<file path="src/rtl/svefg_pkg.sv">
// shared types and constants of the sample voice edge fade gain unit
package svefg_pkg;

  localparam int POS_W  = 22;
  localparam int SMP_W  = 16;
  localparam int EDGE_W = 11;
  localparam int GAIN_W = 17;
  localparam int TAIL_W = 20;
  localparam int CHAN_W = 2;
  localparam int CFG_W  = 22;
  localparam int IDX_W  = 3;

  localparam logic [POS_W-1:0]  MAX_FRAMES = 22'd2097152;
  localparam logic [POS_W-1:0]  POS_LIMIT  = 22'd4194303;
  localparam logic [GAIN_W-1:0] UNITY_GAIN = 17'd65536;

  typedef enum logic [IDX_W-1:0] {
    REG_TOTAL = 3'd0,
    REG_EDGE  = 3'd1,
    REG_GAIN  = 3'd2,
    REG_CHAN  = 3'd3,
    REG_TAIL  = 3'd4,
    REG_MUTED = 3'd5
  } reg_idx_t;

  typedef struct packed {
    logic [POS_W-1:0]  total;
    logic [EDGE_W-1:0] edge_len;
    logic [GAIN_W-1:0] gain;
    logic [CHAN_W-1:0] chan;
    logic [TAIL_W-1:0] tail;
    logic              muted;
  } cfg_t;

  typedef struct packed {
    logic load;
    logic mul1;
    logic mul2;
    logic div_step;
    logic write;
  } cmd_t;

  typedef struct packed {
    logic out_free;
  } stat_t;

endpackage

</file>
<file path="src/rtl/svefg_cfg.sv">
// configuration register bank
module svefg_cfg import svefg_pkg::*; (
  input  logic             clk,
  input  logic             rst_n,
  input  logic             cfg_we,
  input  logic [IDX_W-1:0] cfg_index,
  input  logic [CFG_W-1:0] cfg_data,
  output cfg_t             cfg
);

  cfg_t cfg_r;
  cfg_t cfg_nxt;

  always_comb begin
    cfg_nxt = cfg_r;
    if (cfg_we) begin
      unique case (reg_idx_t'(cfg_index))
        REG_TOTAL: cfg_nxt.total    = cfg_data[POS_W-1:0];
        REG_EDGE:  cfg_nxt.edge_len = cfg_data[EDGE_W-1:0];
        REG_GAIN:  cfg_nxt.gain     = cfg_data[GAIN_W-1:0];
        REG_CHAN:  cfg_nxt.chan     = cfg_data[CHAN_W-1:0];
        REG_TAIL:  cfg_nxt.tail     = cfg_data[TAIL_W-1:0];
        REG_MUTED: cfg_nxt.muted    = cfg_data[0];
        default:   cfg_nxt = cfg_r;
      endcase
    end
  end

  always_ff @(posedge clk) begin
    if (!rst_n) begin
      cfg_r.total    <= POS_W'(1);
      cfg_r.edge_len <= EDGE_W'(1);
      cfg_r.gain     <= '0;
      cfg_r.chan     <= CHAN_W'(1);
      cfg_r.tail     <= '0;
      cfg_r.muted    <= 1'b0;
    end else begin
      cfg_r <= cfg_nxt;
    end
  end

  assign cfg = cfg_r;

endmodule

</file>
<file path="src/rtl/svefg_ctrl.sv">
// sequencer for one frame: accept, two multiply steps, divide, write
module svefg_ctrl import svefg_pkg::*; (
  input  logic  clk,
  input  logic  rst_n,
  input  logic  in_tvalid,
  output logic  in_tready,
  input  stat_t stat,
  output cmd_t  cmd
);

  typedef enum logic [4:0] {
    ST_IDLE  = 5'b00001,
    ST_MUL1  = 5'b00010,
    ST_MUL2  = 5'b00100,
    ST_DIV   = 5'b01000,
    ST_WRITE = 5'b10000
  } state_t;

  state_t     state_r, state_nxt;
  logic [1:0] cnt_r, cnt_nxt;

  always_comb begin
    state_nxt = state_r;
    cnt_nxt   = cnt_r;
    cmd       = '0;
    unique case (state_r)
      ST_IDLE: begin
        if (in_tvalid) begin
          cmd.load  = 1'b1;
          state_nxt = ST_MUL1;
        end
      end
      ST_MUL1: begin
        cmd.mul1  = 1'b1;
        state_nxt = ST_MUL2;
      end
      ST_MUL2: begin
        cmd.mul2  = 1'b1;
        cnt_nxt   = '0;
        state_nxt = ST_DIV;
      end
      ST_DIV: begin
        // four quotient bits per cycle
        cmd.div_step = 1'b1;
        cnt_nxt      = cnt_r + 2'd1;
        if (cnt_r == 2'd3) state_nxt = ST_WRITE;
      end
      ST_WRITE: begin
        if (stat.out_free) begin
          cmd.write = 1'b1;
          state_nxt = ST_IDLE;
        end
      end
      default: state_nxt = ST_IDLE;
    endcase
  end

  always_ff @(posedge clk) begin
    if (!rst_n) begin
      state_r <= ST_IDLE;
      cnt_r   <= '0;
    end else begin
      state_r <= state_nxt;
      cnt_r   <= cnt_nxt;
    end
  end

  assign in_tready = (state_r == ST_IDLE);

endmodule

</file>
<file path="src/rtl/svefg_dp.sv">
// datapath: position state, fade count, gain and fade products, divider, output register
module svefg_dp import svefg_pkg::*; (
  input  logic             clk,
  input  logic             rst_n,
  input  cfg_t             cfg,
  input  cmd_t             cmd,
  output stat_t            stat,
  input  logic [SMP_W-1:0] smp_left,
  input  logic [SMP_W-1:0] smp_right,
  input  logic             out_ready,
  output logic             out_valid,
  output logic [SMP_W-1:0] res_left,
  output logic [SMP_W-1:0] res_right,
  output logic             res_done
);

  typedef struct packed {
    logic [EDGE_W-1:0] rem;
    logic [SMP_W-1:0]  dq;
  } div_t;

  // restoring division, four steps; remainder stays below the divisor
  function automatic div_t div4(logic [EDGE_W-1:0] rem, logic [SMP_W-1:0] dq,
                                logic [EDGE_W-1:0] dv);
    logic [EDGE_W:0]   t;
    logic [EDGE_W-1:0] r;
    logic [SMP_W-1:0]  q;
    div_t              res;
    r = rem;
    q = dq;
    for (int i = 0; i < 4; i++) begin
      t = {r, q[SMP_W-1]};
      q = {q[SMP_W-2:0], 1'b0};
      if (t >= {1'b0, dv}) begin
        r    = EDGE_W'(t - {1'b0, dv});
        q[0] = 1'b1;
      end else begin
        r = t[EDGE_W-1:0];
      end
    end
    res.rem = r;
    res.dq  = q;
    return res;
  endfunction

  // voice state
  logic [POS_W-1:0] pos_r, pos_nxt;
  logic             fin_r, fin_nxt;

  // per-frame registers
  logic [SMP_W-1:0]  sl_r, sr_r;
  logic              active_r, stereo_r;
  logic [EDGE_W-1:0] n_r, edge_r;
  logic [31:0]       pl_r, pr_r;
  logic [EDGE_W-1:0] reml_r, remr_r;
  logic [SMP_W-1:0]  dql_r, dqr_r;

  // output register
  logic             ov_r;
  logic [SMP_W-1:0] ol_r, or_r;
  logic             od_r;

  logic [POS_W-1:0]  total_c, pos_inc, rest, n1;
  logic [EDGE_W-1:0] edge_c, n_c;
  logic [POS_W:0]    end_pos;
  logic              active_c;

  always_comb begin
    total_c  = (cfg.total > MAX_FRAMES) ? MAX_FRAMES : cfg.total;
    edge_c   = (cfg.edge_len == '0) ? EDGE_W'(1) : cfg.edge_len;
    active_c = !fin_r && (pos_r < total_c) && !cfg.muted;
    pos_inc  = pos_r + POS_W'(1);
    rest     = total_c - pos_r;
    n1       = (rest < pos_inc) ? rest : pos_inc;
    n_c      = (n1 > {{(POS_W-EDGE_W){1'b0}}, edge_c}) ? edge_c : n1[EDGE_W-1:0];
    end_pos  = {1'b0, total_c} + {{(POS_W+1-TAIL_W){1'b0}}, cfg.tail};
    pos_nxt  = pos_r;
    fin_nxt  = fin_r;
    if (!fin_r) begin
      if (pos_r != POS_LIMIT) pos_nxt = pos_inc;
      // saturated position still counts against the end
      fin_nxt = ({1'b0, pos_nxt} >= end_pos);
    end
  end

  // magnitudes and clamped gain
  logic [SMP_W:0]    ml, mr;
  logic [GAIN_W-1:0] g_c;
  logic [33:0]       prodl, prodr;

  assign ml    = sl_r[SMP_W-1] ? (17'h10000 - {1'b0, sl_r}) : {1'b0, sl_r};
  assign mr    = sr_r[SMP_W-1] ? (17'h10000 - {1'b0, sr_r}) : {1'b0, sr_r};
  assign g_c   = (cfg.gain > UNITY_GAIN) ? UNITY_GAIN : cfg.gain;
  assign prodl = 34'(ml) * 34'(g_c);
  assign prodr = 34'(mr) * 34'(g_c);

  // fade product plus half the divisor, pre-shifted by 16
  logic [42:0] xl, xr;

  assign xl = 43'(pl_r) * 43'(n_r) + 43'({edge_r, 15'b0});
  assign xr = 43'(pr_r) * 43'(n_r) + 43'({edge_r, 15'b0});

  div_t dl, dr;

  assign dl = div4(reml_r, dql_r, edge_r);
  assign dr = div4(remr_r, dqr_r, edge_r);

  // sign and saturation
  function automatic logic [SMP_W-1:0] finish(logic neg, logic [SMP_W-1:0] q);
    logic [SMP_W-1:0] v;
    if (neg) begin
      v = (q > 16'd32768) ? 16'h8000 : SMP_W'(17'h10000 - {1'b0, q});
    end else begin
      v = (q > 16'd32767) ? 16'h7fff : q;
    end
    return v;
  endfunction

  logic [SMP_W-1:0] fl, fr, wl, wr;

  assign fl = finish(sl_r[SMP_W-1], dql_r);
  assign fr = finish(sr_r[SMP_W-1], dqr_r);
  assign wl = active_r ? fl : '0;
  assign wr = !active_r ? '0 : (stereo_r ? fr : fl);

  always_ff @(posedge clk) begin
    if (!rst_n) begin
      pos_r <= '0;
      fin_r <= 1'b0;
      ov_r  <= 1'b0;
    end else begin
      if (cmd.load) begin
        pos_r <= pos_nxt;
        fin_r <= fin_nxt;
      end
      if (cmd.write) ov_r <= 1'b1;
      else if (out_ready) ov_r <= 1'b0;
    end
  end

  always_ff @(posedge clk) begin
    if (cmd.load) begin
      sl_r     <= smp_left;
      sr_r     <= smp_right;
      active_r <= active_c;
      stereo_r <= cfg.chan[1];
      n_r      <= n_c;
      edge_r   <= edge_c;
    end
    if (cmd.mul1) begin
      pl_r <= prodl[31:0];
      pr_r <= prodr[31:0];
    end
    if (cmd.mul2) begin
      reml_r <= xl[42:32];
      dql_r  <= xl[31:16];
      remr_r <= xr[42:32];
      dqr_r  <= xr[31:16];
    end
    if (cmd.div_step) begin
      reml_r <= dl.rem;
      dql_r  <= dl.dq;
      remr_r <= dr.rem;
      dqr_r  <= dr.dq;
    end
    if (cmd.write) begin
      ol_r <= wl;
      or_r <= wr;
      od_r <= fin_r;
    end
  end

  assign stat.out_free = !ov_r || out_ready;
  assign out_valid     = ov_r;
  assign res_left      = ol_r;
  assign res_right     = or_r;
  assign res_done      = od_r;

endmodule

</file>
<file path="src/rtl/sample_voice_edge_fade_gain_unit.sv">
// top level of the sample voice edge fade gain unit
//
//  channel  dir  handshake          payload
//  in_      in   in_tvalid/tready   in_tdata: sample_left, sample_right
//  out_     out  out_tvalid/tready  out_tdata: out_left, out_right; out_tuser: done_res
//  cfg_     in   cfg_we             cfg_index, cfg_data
//
// each request runs through accept, gain multiply, fade multiply, divider steps of four
// quotient bits each (16-bit quotient by the edge length), and output write.
// the output register holds one result, so the next request is taken while it waits;
// the write step stalls only while a previous result is still untaken.
// reset is synchronous active low; it clears position, finished flag and output valid flag.
module sample_voice_edge_fade_gain_unit import svefg_pkg::*; (
  input  logic             clk,
  input  logic             rst_n,
  input  logic             in_tvalid,
  output logic             in_tready,
  input  logic [31:0]      in_tdata,   // [15:0] sample_left, [31:16] sample_right
  output logic             out_tvalid,
  input  logic             out_tready,
  output logic [31:0]      out_tdata,  // [15:0] out_left, [31:16] out_right
  output logic             out_tuser,  // [0] done_res
  input  logic             cfg_we,
  input  logic [IDX_W-1:0] cfg_index,
  input  logic [CFG_W-1:0] cfg_data
);

  cfg_t  cfg;
  cmd_t  cmd;
  stat_t stat;

  logic [SMP_W-1:0] res_left, res_right;

  svefg_cfg u_cfg (
    .clk       (clk),
    .rst_n     (rst_n),
    .cfg_we    (cfg_we),
    .cfg_index (cfg_index),
    .cfg_data  (cfg_data),
    .cfg       (cfg)
  );

  svefg_ctrl u_ctrl (
    .clk       (clk),
    .rst_n     (rst_n),
    .in_tvalid (in_tvalid),
    .in_tready (in_tready),
    .stat      (stat),
    .cmd       (cmd)
  );

  svefg_dp u_dp (
    .clk       (clk),
    .rst_n     (rst_n),
    .cfg       (cfg),
    .cmd       (cmd),
    .stat      (stat),
    .smp_left  (in_tdata[15:0]),
    .smp_right (in_tdata[31:16]),
    .out_ready (out_tready),
    .out_valid (out_tvalid),
    .res_left  (res_left),
    .res_right (res_right),
    .res_done  (out_tuser)
  );

  assign out_tdata = {res_right, res_left};

endmodule
</file>
<file path="config.mk">
export PLATFORM = sky130hd
export DESIGN_NAME = sample_voice_edge_fade_gain_unit
export DESIGN_NICKNAME = d
export VERILOG_FILES = /design/src/rtl/svefg_pkg.sv /design/src/rtl/svefg_cfg.sv /design/src/rtl/svefg_ctrl.sv /design/src/rtl/svefg_dp.sv /design/src/rtl/sample_voice_edge_fade_gain_unit.sv
export SDC_FILE = /design/constraint.sdc
export NUM_CORES = 2
export LEC_CHECK = 0
export BUFFER_PORTS_ARGS = -buffer_cell sky130_fd_sc_hd__buf_4
export CORE_AREA = 2 2 297 593
export CTS_CLUSTER_DIAMETER = 80
export DETAILED_ROUTE_END_ITERATION = 10
export DIE_AREA = 0 0 299 595
export PLACE_DENSITY_LB_ADDON = 0.05
export SYNTH_ARGS = -nofsm -noshare
export SYNTH_HDL_FRONTEND = slang
export SYNTH_SLANG_ARGS = --single-unit
</file>
<file path="constraint.sdc">
create_clock -name clk -period 12.5 [get_ports clk]
set_clock_uncertainty 0.1 [all_clocks]
set_input_delay 0.625 -clock clk [delete_from_list [all_inputs] [get_ports clk]]
set_output_delay 0.625 -clock clk [all_outputs]
set_load 0.03 [all_outputs]
</file>
==> impl_metrics.py <==
metrics = {
    "status": {
        "status": "complete, no violations",
    },
    "route": {
        "wl_per_cell_um": 21.62,
        "drtPass1Iterations": 8,
        "ant_nets": 0,
        "viasPerCell": 5.046,
        "via_count": 45916,
        "drtIter0Drc": 2397,
        "drc": 0,
        "drt-total-wl_um": 196700,
    },
    "worst_setup_path": {
        "arrival_ns": 11.50,
        "reg2reg_depth": 38,
        "cpMaxStageDelayCell": "mux2_2",
        "required_ns": 12.72,
        "max_stage_delay_ns": 0.51,
        "cp-end-kind": "register",
        "crit_path_max_fanout": 20,
        "crit_path_frequent_cell": "a21oi_1",
        "critPathKind": "reg -> reg",
        "cp-start-kind": "register",
    },
    "timing": {
        "hold_viol": 0,
        "slew_violations": 0,
        "rsz0062_at_grt": "no",
        "fin_crit_sh_pct": 90.18,
        "finalWorstSetupSlack_ns": 1.227,
        "setup-violations-final": 0,
        "final.setup.tns_ns": 0,
        "worst_slew_pin_slew_ns": 1.203,
        "maxSlewHeadroom_pct": 18.95,
        "fin_crit_ns": 11.27,
        "fmax_ghz": 0.08871,
        "whs_ns": 0.08845,
    },
    "grt": {
        "grt_pass1_vias": 49107,
        "grt_max_degree": 103,
        "gr-total-overflow": 0,
        "antenna_found_initial": 5,
        "grt_pass1_wl_um": 302900,
        "track_usage_pct": 22.30,
    },
    "synth": {
        "synth.avg_cell_area_um2": 8.867,
        "synth.distinct_cells": 90,
        "ys_warn_count": 0,
        "synth-seq-area-share_pct": 13.72,
        "synth_cells": 6805,
        "synth-main-ff-cell": "edfxtp_1",
        "synthesis.area_mm2": 0.06034,
        "synthArstFlopShare_pct": 0,
        "synth_edf_count": 207,
        "ys_ff_latch": 310,
    },
    "placed_design": {
        "place_ws_ns": 1.379,
        "dpl_cell_area_mm2": 0.06369,
        "dp_hpwl_um": 157900,
        "io_buffers": 96,
        "place_congestion": 0.8678,
    },
    "clock_tree": {
        "cts_resized": 0,
        "ctsRootBufferMaster": "clkbuf_16",
        "ctsHoldBuffers": 0,
        "cts_tree": "built",
        "clock_sinks": 310,
        "postCtsSetupBuffers": 0,
        "path_clk_slew_ns": 0.06,
        "cts_max_path_buffers": 3,
        "htreeDepth": 2,
        "clk-insertion-delay-late_ns": 0.62,
        "numCtsBuffers": 41,
    },
    "die": {
        "initial_core_util_pct": 34.72,
        "ioPinCount": 97,
        "core_region_area_mm2": 0.1738,
        "rows": 217,
        "die_w_um": 299,
        "die_h_um": 595,
        "die-area_mm2": 0.1779,
    },
    "layout": {
        "final_area_mm2": 0.06512,
        "drive_gt1_share_pct": 5.269,
        "fin_nets": 8413,
        "area_growth_pct": 7.920,
    },
    "worst_hold_path": {
        "holdCritPathClass": "in -> reg",
        "hold-path-cell-count": 1,
    },
    "run": {
        "max_cap_viol_count": 0,
    },
}
## layer usage
| layer | up-vias | routed length, µm | track usage [%] |
|---|---|---|---|
| li1 | 21390 | - | - |
| met1 | 23553 | 84120 | 28.51 |
| met2 | 808 | 102400 | 40.95 |
| met3 | 163 | 5760 | 1.510 |
| met4 | 2 | 4437 | 4.688 |
| met5 | - | 11 | 0 |
## critical path, delay by kind of cell (launching register included)
| family | cells | cell delay [ns] |
|---|---|---|
| fa+ha+maj | 5 | 1.76 |
| flops | 1 | 0.48 |
| buf+inv | 1 | 0.19 |
| mux | 3 | 1.22 |
| simple gates | 10 | 2.53 |
| compound gates | 19 | 4.68 |
## sequential cells by signal, indices dropped and copies added, names as in the netlist, 22 cells and up
name / count
u_cfg.cfg: 72
u_dp.pl_r: 32
u_dp.pos_r: 22
u_dp.pr_r: 32
## cells in the final DEF (no fill, tap or decap), drive strengths merged, types with 82 or more instances in the layout
cell type and count:
a21boi 84, nor2 319, xor2 82, fa 1014, o21ai 170, edfxtp 207, dfxtp 103, ha 575
xnor2 165, a21o 90, inv 1166, nand3 84, a21oi 225, and2 381, nand2 1123, buf 198
## final cells by class
type	count	area [µm²]
clock inverters	30	331.6
repair buffers	198	1499
fillers	17856	108700
clock buffers	46	1076
inverters	1159	4350
diodes	6	15.01
multi-input cells	5052	46690
well taps	2299	2877
flip-flops and latches	310	8279
## stage by stage
stage	cells	util, %
floorplan	6833	-
global placement	9018	36.65
detailed placement	9018	36.65
CTS	9094	37.46
global route	9095	37.47
finish	9100	37.47
## cells by family after synthesis
family | after synthesis | share of synthesized area (%)
muxes | 74 | 1.340
other | 2 | 0.01245
AOI/OAI and AO/OA | 846 | 9.197
buffers and inverters | 1471 | 9.186
adders and majority gates | 1589 | 45.57
xor gates and xnor gates | 247 | 3.585
and+or+nand+nor | 2266 | 17.39
DFF | 310 | 13.72
## cells in the mapped netlist (9+ instances only)
library cell / instances / share of area [%]
clkbuf_1: 295 / 1.8
nand4_1: 30 / 0.31
o211a_1: 23 / 0.38
o31ai_1: 21 / 0.26
ha_1: 575 / 12
nor4_1: 21 / 0.22
and2_1: 377 / 3.9
o41ai_1: 10 / 0.15
nor3_1: 62 / 0.51
dfxtp_1: 103 / 3.4
xor2_1: 82 / 1.2
mux2i_1: 29 / 0.48
nand3_1: 84 / 0.70
a21boi_0: 83 / 1.0
o21a_1: 28 / 0.35
a31oi_1: 17 / 0.18
o22ai_1: 18 / 0.19
xnor2_1: 165 / 2.4
nor2_1: 319 / 2.0
edfxtp_1: 207 / 10
o21ai_0: 166 / 1.4
o21bai_1: 25 / 0.31
nor3b_1: 18 / 0.22
a21o_1: 90 / 1.1
or4_1: 9 / 0.11
inv_1: 1158 / 7.2
nand2_1: 1122 / 7.0
or3_1: 35 / 0.36
nand2b_1: 34 / 0.35
fa_1: 1014 / 34
a211oi_1: 31 / 0.39
a211o_1: 11 / 0.16
and3_1: 39 / 0.40
mux2_2: 43 / 0.80
nor2b_1: 74 / 0.77
o211ai_1: 21 / 0.26
a21oi_1: 225 / 1.9
## path summary, 6_finish.rpt
| path | to | slack, ns | start |
|---|---|---|---|
| max | u_dp.remr_r[1] | 1.23 | u_dp.dqr_r[15] |
| min | u_dp.sr_r[14] | 0.09 | in_tdata[30] |
| max reg2reg | u_dp.remr_r[1] | 1.23 | u_dp.dqr_r[15] |
| min reg2reg | u_dp.stereo_r | 0.34 | u_cfg.cfg[22] |
Power is left out: the tool's default activity adds up to more than one toggle a clock period on the data nets, which glitch-free logic cannot reach.
